==> config.mk <==
export PLATFORM = sky130hd
export DESIGN_NAME = nisq_round
export DESIGN_NICKNAME = d
export VERILOG_FILES = /design/src/rtl/core/nisq_pkg.sv /design/src/rtl/core/nisq_round.sv
export SDC_FILE = /design/constraint.sdc
export NUM_CORES = 2
export LEC_CHECK = 0
export ABC_AREA = 1
export BUFFER_PORTS_ARGS = -buffer_cell sky130_fd_sc_hd__buf_2
export CAP_MARGIN = 10
export CORE_MARGIN = 2
export CORE_UTILIZATION = 30
export CTS_BUF_LIST = sky130_fd_sc_hd__clkbuf_8 sky130_fd_sc_hd__clkbuf_16
export DETAILED_ROUTE_END_ITERATION = 10
export SLEW_MARGIN = 10
export SYNTH_ARGS = -nofsm -noshare
export SYNTH_HDL_FRONTEND = slang
export SYNTH_SLANG_ARGS = --single-unit
export TNS_END_PERCENT = 20
==> constraint.sdc <==
create_clock -name clk -period 26 [get_ports clk]
set_input_delay 1.3 -clock clk [delete_from_list [all_inputs] [get_ports clk]]
set_output_delay 1.3 -clock clk [all_outputs]
set_load 0.01 [all_outputs]
==> src/rtl/core/nisq_pkg.sv <==
`timescale 1ns / 1ps
package nisq_pkg;

  localparam int NISQ_ROUNDS = 3;

  typedef enum logic [1:0] {
    ST_OK       = 2'd0,
    ST_OVERFLOW = 2'd1,
    ST_INVALID  = 2'd2
  } status_t;

  // One word as it travels between rounds.
  typedef struct packed {
    logic        valid;
    logic        live;    // rounds still update the estimate
    status_t     status;
    logic [31:0] value;
    logic [15:0] est;
  } item_t;

  // One word inside a round, with the divider's working state.
  typedef struct packed {
    item_t       it;
    logic [31:0] sq;
    logic        neg;
    logic [15:0] wmag;
    logic [31:0] dmag;
    logic [16:0] rem;
    logic [16:0] q;
  } rnd_t;

endpackage

==> src/rtl/core/nisq_round.sv <==
`timescale 1ns / 1ps
module nisq_round
  import nisq_pkg::*;
(
  input  logic  clk,
  input  logic  rst,
  input  logic  en,
  input  item_t i,
  output item_t o
);

  rnd_t s1, s2, s3, s4, s5;
  rnd_t s1_next, s2_next, s3_next, s4_next, s5_next;
  item_t s6, s6_next;

  // Restoring division steps over quotient bits hi down to hi-cnt+1.
  function automatic rnd_t div_chunk(input rnd_t s, input int hi, input int cnt);
    rnd_t r;
    logic [16:0] t;
    logic [4:0] idx;
    r = s;
    for (int k = 0; k < 6; k++) begin
      if (k < cnt) begin
        idx = 5'(hi - k);
        t = {r.rem[15:0], r.dmag[idx]};
        if (t >= {1'b0, r.wmag}) begin
          r.rem = t - {1'b0, r.wmag};
          r.q[idx] = 1'b1;
        end else begin
          r.rem = t;
        end
      end
    end
    return r;
  endfunction

  always_comb begin
    logic [31:0] diff;
    logic [31:0] dvd;
    logic [15:0] qw;
    logic [15:0] ne;
    logic        ok;
    s1_next = '0;
    s1_next.it = i;
    s1_next.sq = 32'($signed(i.est) * $signed(i.est));

    s2_next = s1;
    diff = s1.sq - s1.it.value;
    dvd = {diff[31], diff[31:1]};
    s2_next.neg = dvd[31] ^ s1.it.est[15];
    s2_next.wmag = s1.it.est[15] ? 16'(-s1.it.est) : s1.it.est;
    s2_next.dmag = dvd[31] ? 32'(-dvd) : dvd;
    s2_next.rem = {2'b00, s2_next.dmag[31:17]};
    s2_next.q = '0;
    if (s1.it.live) begin
      if (s1.it.est == 16'd0 || (dvd == 32'h8000_0000 && s1.it.est == 16'hFFFF)) begin
        s2_next.it.live = 1'b0;
        s2_next.it.status = ST_INVALID;
        s2_next.it.est = '0;
      end else if ({1'b0, s2_next.dmag[31:17]} >= s2_next.wmag) begin
        s2_next.it.live = 1'b0;
        s2_next.it.status = ST_OVERFLOW;
        s2_next.it.est = '0;
      end
    end

    s3_next = div_chunk(s2, 16, 6);
    s4_next = div_chunk(s3, 10, 6);
    s5_next = div_chunk(s4, 4, 5);

    s6_next = s5.it;
    ok = s5.neg ? (s5.q <= 17'd32768) : (s5.q <= 17'd32767);
    qw = s5.neg ? 16'(-s5.q) : s5.q[15:0];
    ne = s5.it.est - qw;
    if (s5.it.live) begin
      if (!ok) begin
        s6_next.live = 1'b0;
        s6_next.status = ST_OVERFLOW;
        s6_next.est = '0;
      end else begin
        s6_next.est = (ne == 16'd0) ? 16'd1 : ne;
      end
    end
  end

  always_ff @(posedge clk) begin
    if (rst) begin
      s1.it.valid <= 1'b0;
      s2.it.valid <= 1'b0;
      s3.it.valid <= 1'b0;
      s4.it.valid <= 1'b0;
      s5.it.valid <= 1'b0;
      s6.valid <= 1'b0;
    end else if (en) begin
      s1 <= s1_next;
      s2 <= s2_next;
      s3 <= s3_next;
      s4 <= s4_next;
      s5 <= s5_next;
      s6 <= s6_next;
    end
  end

  assign o = s6;

  a_err_zero: assert property (@(posedge clk) disable iff (rst)
    s6.valid && s6.status != ST_OK |-> s6.est == 16'd0)
    else $error("error word with nonzero estimate");
  a_live_ok: assert property (@(posedge clk) disable iff (rst)
    s6.valid && s6.live |-> s6.status == ST_OK && s6.est != 16'd0)
    else $error("live word lost its estimate");
  a_rem_bound: assert property (@(posedge clk) disable iff (rst)
    s3.it.valid && s3.it.live |-> s3.rem < {1'b0, s3.wmag})
    else $error("divider remainder out of range");

endmodule

==> results by group <==
STA
  – Worst-Margin Slew: 1.084 ns
  – Unrepaired setup endpoints after global routing: no
  – Max Fclk: 0.06657 GHz
  – Final hold violation count: 0
  – Final setup violation count: 0
  – Relative slew slack: 27.72%
  – Clock skew: 0.05601 ns
  – Setup TNS: 0 ns
  – Fin crit share: 57.77%
  – Fin. max-slew vios: 0
  – Final min period: 15.02 ns

Global route
  – Initial antenna violation count: 6
  – Total GRT Usage: 15.76%
  – Remaining Overflow, GRT: 0
  – Vias in the first global route: 33220
  – First-pass GRT wire length: 186.3 mm
  – Largest net degree at the start of global routing: 88

Drt
  – Routed wl met2: 58.86 mm
  – Residual DRC count: 0
  – Max layer used: met5
  – Total Routed Length: 120.0 mm
  – DRT antenna net count: 0
  – Wl on met1: 52.67 mm
  – DR vias: 33736
  – Average wire per standard cell: 16.80 um
  – Met3 WL post-DR: 4.674 mm
  – First drt pass iteration count: 5
  – Initial DRC count: 2247
  – Vias per cell: 4.724

Worst setup path
  – Worst reg2reg setup slack: 10.98 ns
  – WP data required: 26.39 ns
  – CP Class: reg2reg
  – Worst flop-to-flop path endpoint: s4[31]$_DFFE_PP_
  – Critical Path End Type: register
  – Startpoint type of the worst setup path: register
  – Worst Reg-to-Reg Cells: 71
  – Max stage delay on crit path: 0.64 ns
  – Worst reg2reg startpoint: s3[67]$_DFFE_PP_
  – Crit path DAT: 15.41 ns
  – Cell at the slowest stage of the critical path: o21ai_0
  – Crit path top cell by count: nand2_1
  – Worst-path fanout max: 21

Floorplan
  – Die Height: 388.8 um
  – Die width: 388.8 um
  – Initial core utilization: 30.16%
  – DIE AREA: 0.1512 mm^2
  – Core area: 0.1473 mm^2
  – FP Rows: 141
  – # IOs: 107

Clock network
  – Number of buffers created by CTS: 56
  – CTS tree: done
  – CTS root buf: clkbuf_16
  – Post_cts resized: 0
  – CTS max path bufs: 3
  – Clock Sinks: 509
  – Clk_lat worst skew: 0.68 ns
  – Hold_buf cts: 0
  – Reg clk slew, reported paths: 0.07 ns
  – H-Tree Depth: 2
  – Setup bufs post-CTS: 0

Synthesis
  – Main area contributors after synthesis: edfxtp_1 34%, ha_1 12%, fa_1 12%, nand2_1 9.7%, inv_1 7.3%
  – Top post-synthesis cells by count: 1149 x nand2_1, 864 x inv_1, 503 x edfxtp_1, 419 x ha_1, 322 x a21oi_1
  – Avg Inst Size Synth: 8.760 um^2
  – Synthesized area: 0.04443 mm^2
  – Leading register cell type out of synthesis: edfxtp_1
  – Share of the synthesized area in the top cell type: 34.00%
  – YS warnings: 0
  – Most common cell in the netlist: nand2_1
  – Asr flop ratio synth: 0%
  – EDFF count, synth: 503
  – Synthesized flop and latch total: 509
  – Area leader, netlist: edfxtp_1
  – Post-synthesis sequential area ratio: 34.27%
  – Mapped Cells: 5072
  – Number of distinct library cells after synthesis: 63

Final layout
  – Sequential Area: 0.01522 mm^2
  – Share of post-route cells with drive strength above 1: 6.775%
  – Nets: 5898
  – Multi-input logic area: 0.02540 mm^2
  – Fill count: 15144
  – Area delta synth->final: 9.853%

Status
  – Outcome: completed

Hold path
  – Min-Delay Path Depth: 0
  – Hold WC Path Type: reg2reg
  – WHS Endpoint: s4[71]$_DFFE_PP_
  – HP Start: s3[71]$_DFFE_PP_

Job
  – Max Cap Viol: 0

Placed design
  – Placer Congestion: 0.8954
  – Hpwl dp: 96.77 mm
  – Quantity of I/O buffers inserted on ports: 106
## per-stage QoR
stage | util, % | setup slack, ns | instances | hold WS, ns | instance area, um^2
2_1_floorplan | - | 2.425 | 5073 | 0.4003 | 44440
3_3_place_gp | 31.89 | 11.51 | 7039 | 0.4003 | 46970
3_5_place_dp | 31.89 | 11.13 | 7039 | 0.4045 | 46970
4_1_cts | 33.13 | 11.03 | 7140 | 0.3946 | 48810
5_1_grt | 33.13 | 9.570 | 7141 | 0.4165 | 48810
6_report | 33.13 | 10.98 | 7141 | 0.4068 | 48810
## worst max path at each step
stage / end / from / slack, ns / cells past startpoint
after floorplan: o[0]$_DFFE_PP_ / en / 2.43 / 2
after global placement: s4[23]$_DFFE_PP_ / s3[67]$_DFFE_PP_ / 11.51 / 71
after detailed placement: s4[26]$_DFFE_PP_ / s3[67]$_DFFE_PP_ / 11.13 / 74
after CTS: s4[31]$_DFFE_PP_ / s3[67]$_DFFE_PP_ / 11.03 / 72
after global routing: s4[29]$_DFFE_PP_ / s3[67]$_DFFE_PP_ / 9.57 / 73
final: s4[31]$_DFFE_PP_ / s3[67]$_DFFE_PP_ / 10.98 / 71
## critical path, delay by kind of cell (launching register included)
family	cells	cell delay, ns
DFF	1	0.57
buffers and inverters	5	1.04
AOI/OAI and AO/OA	22	5.61
adders and majority gates	6	2.07
and+or+nand+nor	38	5.37
## cell usage in the layout (no fill, tap or decap), types with 10 or more instances in the layout
| master | netlist | routed |
|---|---|---|
| inv_2 | 14 | 14 |
| a31oi_1 | 20 | 20 |
| a211oi_1 | 13 | 13 |
| buf_4 | 7 | 10 |
| nand2_2 | 62 | 62 |
| nand2_1 | 1149 | 1149 |
| a21oi_1 | 322 | 322 |
| nand4_1 | 58 | 58 |
| a21o_1 | 26 | 26 |
| a21boi_0 | 10 | 10 |
| nor3_1 | 53 | 53 |
| o21ai_1 | 26 | 26 |
| nand3_1 | 188 | 188 |
| nand3b_1 | 10 | 10 |
| buf_2 | 16 | 106 |
| o211ai_1 | 11 | 11 |
| nor2_1 | 256 | 255 |
| or2_2 | 20 | 20 |
| o21ai_2 | 13 | 13 |
| ha_1 | 419 | 419 |
| xor2_1 | 208 | 208 |
| clkbuf_16 | 0 | 56 |
| edfxtp_1 | 503 | 503 |
| fa_1 | 257 | 257 |
| nor4_1 | 16 | 16 |
| o21ai_0 | 215 | 215 |
| xnor2_1 | 119 | 119 |
| o21a_1 | 18 | 18 |
| o21bai_1 | 23 | 23 |
| inv_1 | 864 | 872 |
## per-layer routing
layer	vias to the layer above	global-route usage (%)
met5	-	0
met4	4	4.867
met3	167	1.855
met2	641	27.73
met1	16072	20.12
li1	16852	-
## flip-flops by register name, summed over array words and instances, names as in the netlist
register / flops
o: 52
s1: 82
s2: 101
s3: 102
s4: 102
s5: 70
## cell families after synthesis
kind of cell,after synthesis,share of synthesized area [%]
flops,509,34.27
buf+inv,963,8.583
compound gates,739,9.408
xor+xnor,327,6.446
fa+ha+maj,676,23.38
simple gates,1857,17.91
other cells,1,0.008440
## cell type report
type / count / area share, %
Sequential cell: 509 / 31.19
Clock inverter: 45 / 0.8921
Inverter: 883 / 6.803
Tap cell: 1930 / 4.947
Clock buffer: 56 / 2.871
Antenna cell: 1 / 0.005127
Timing Repair Buffer: 116 / 1.241
Multi-Input combinational cell: 3601 / 52.05
Power is left out: the tool's default activity adds up to more than one toggle a clock period on the data nets, which glitch-free logic cannot reach.
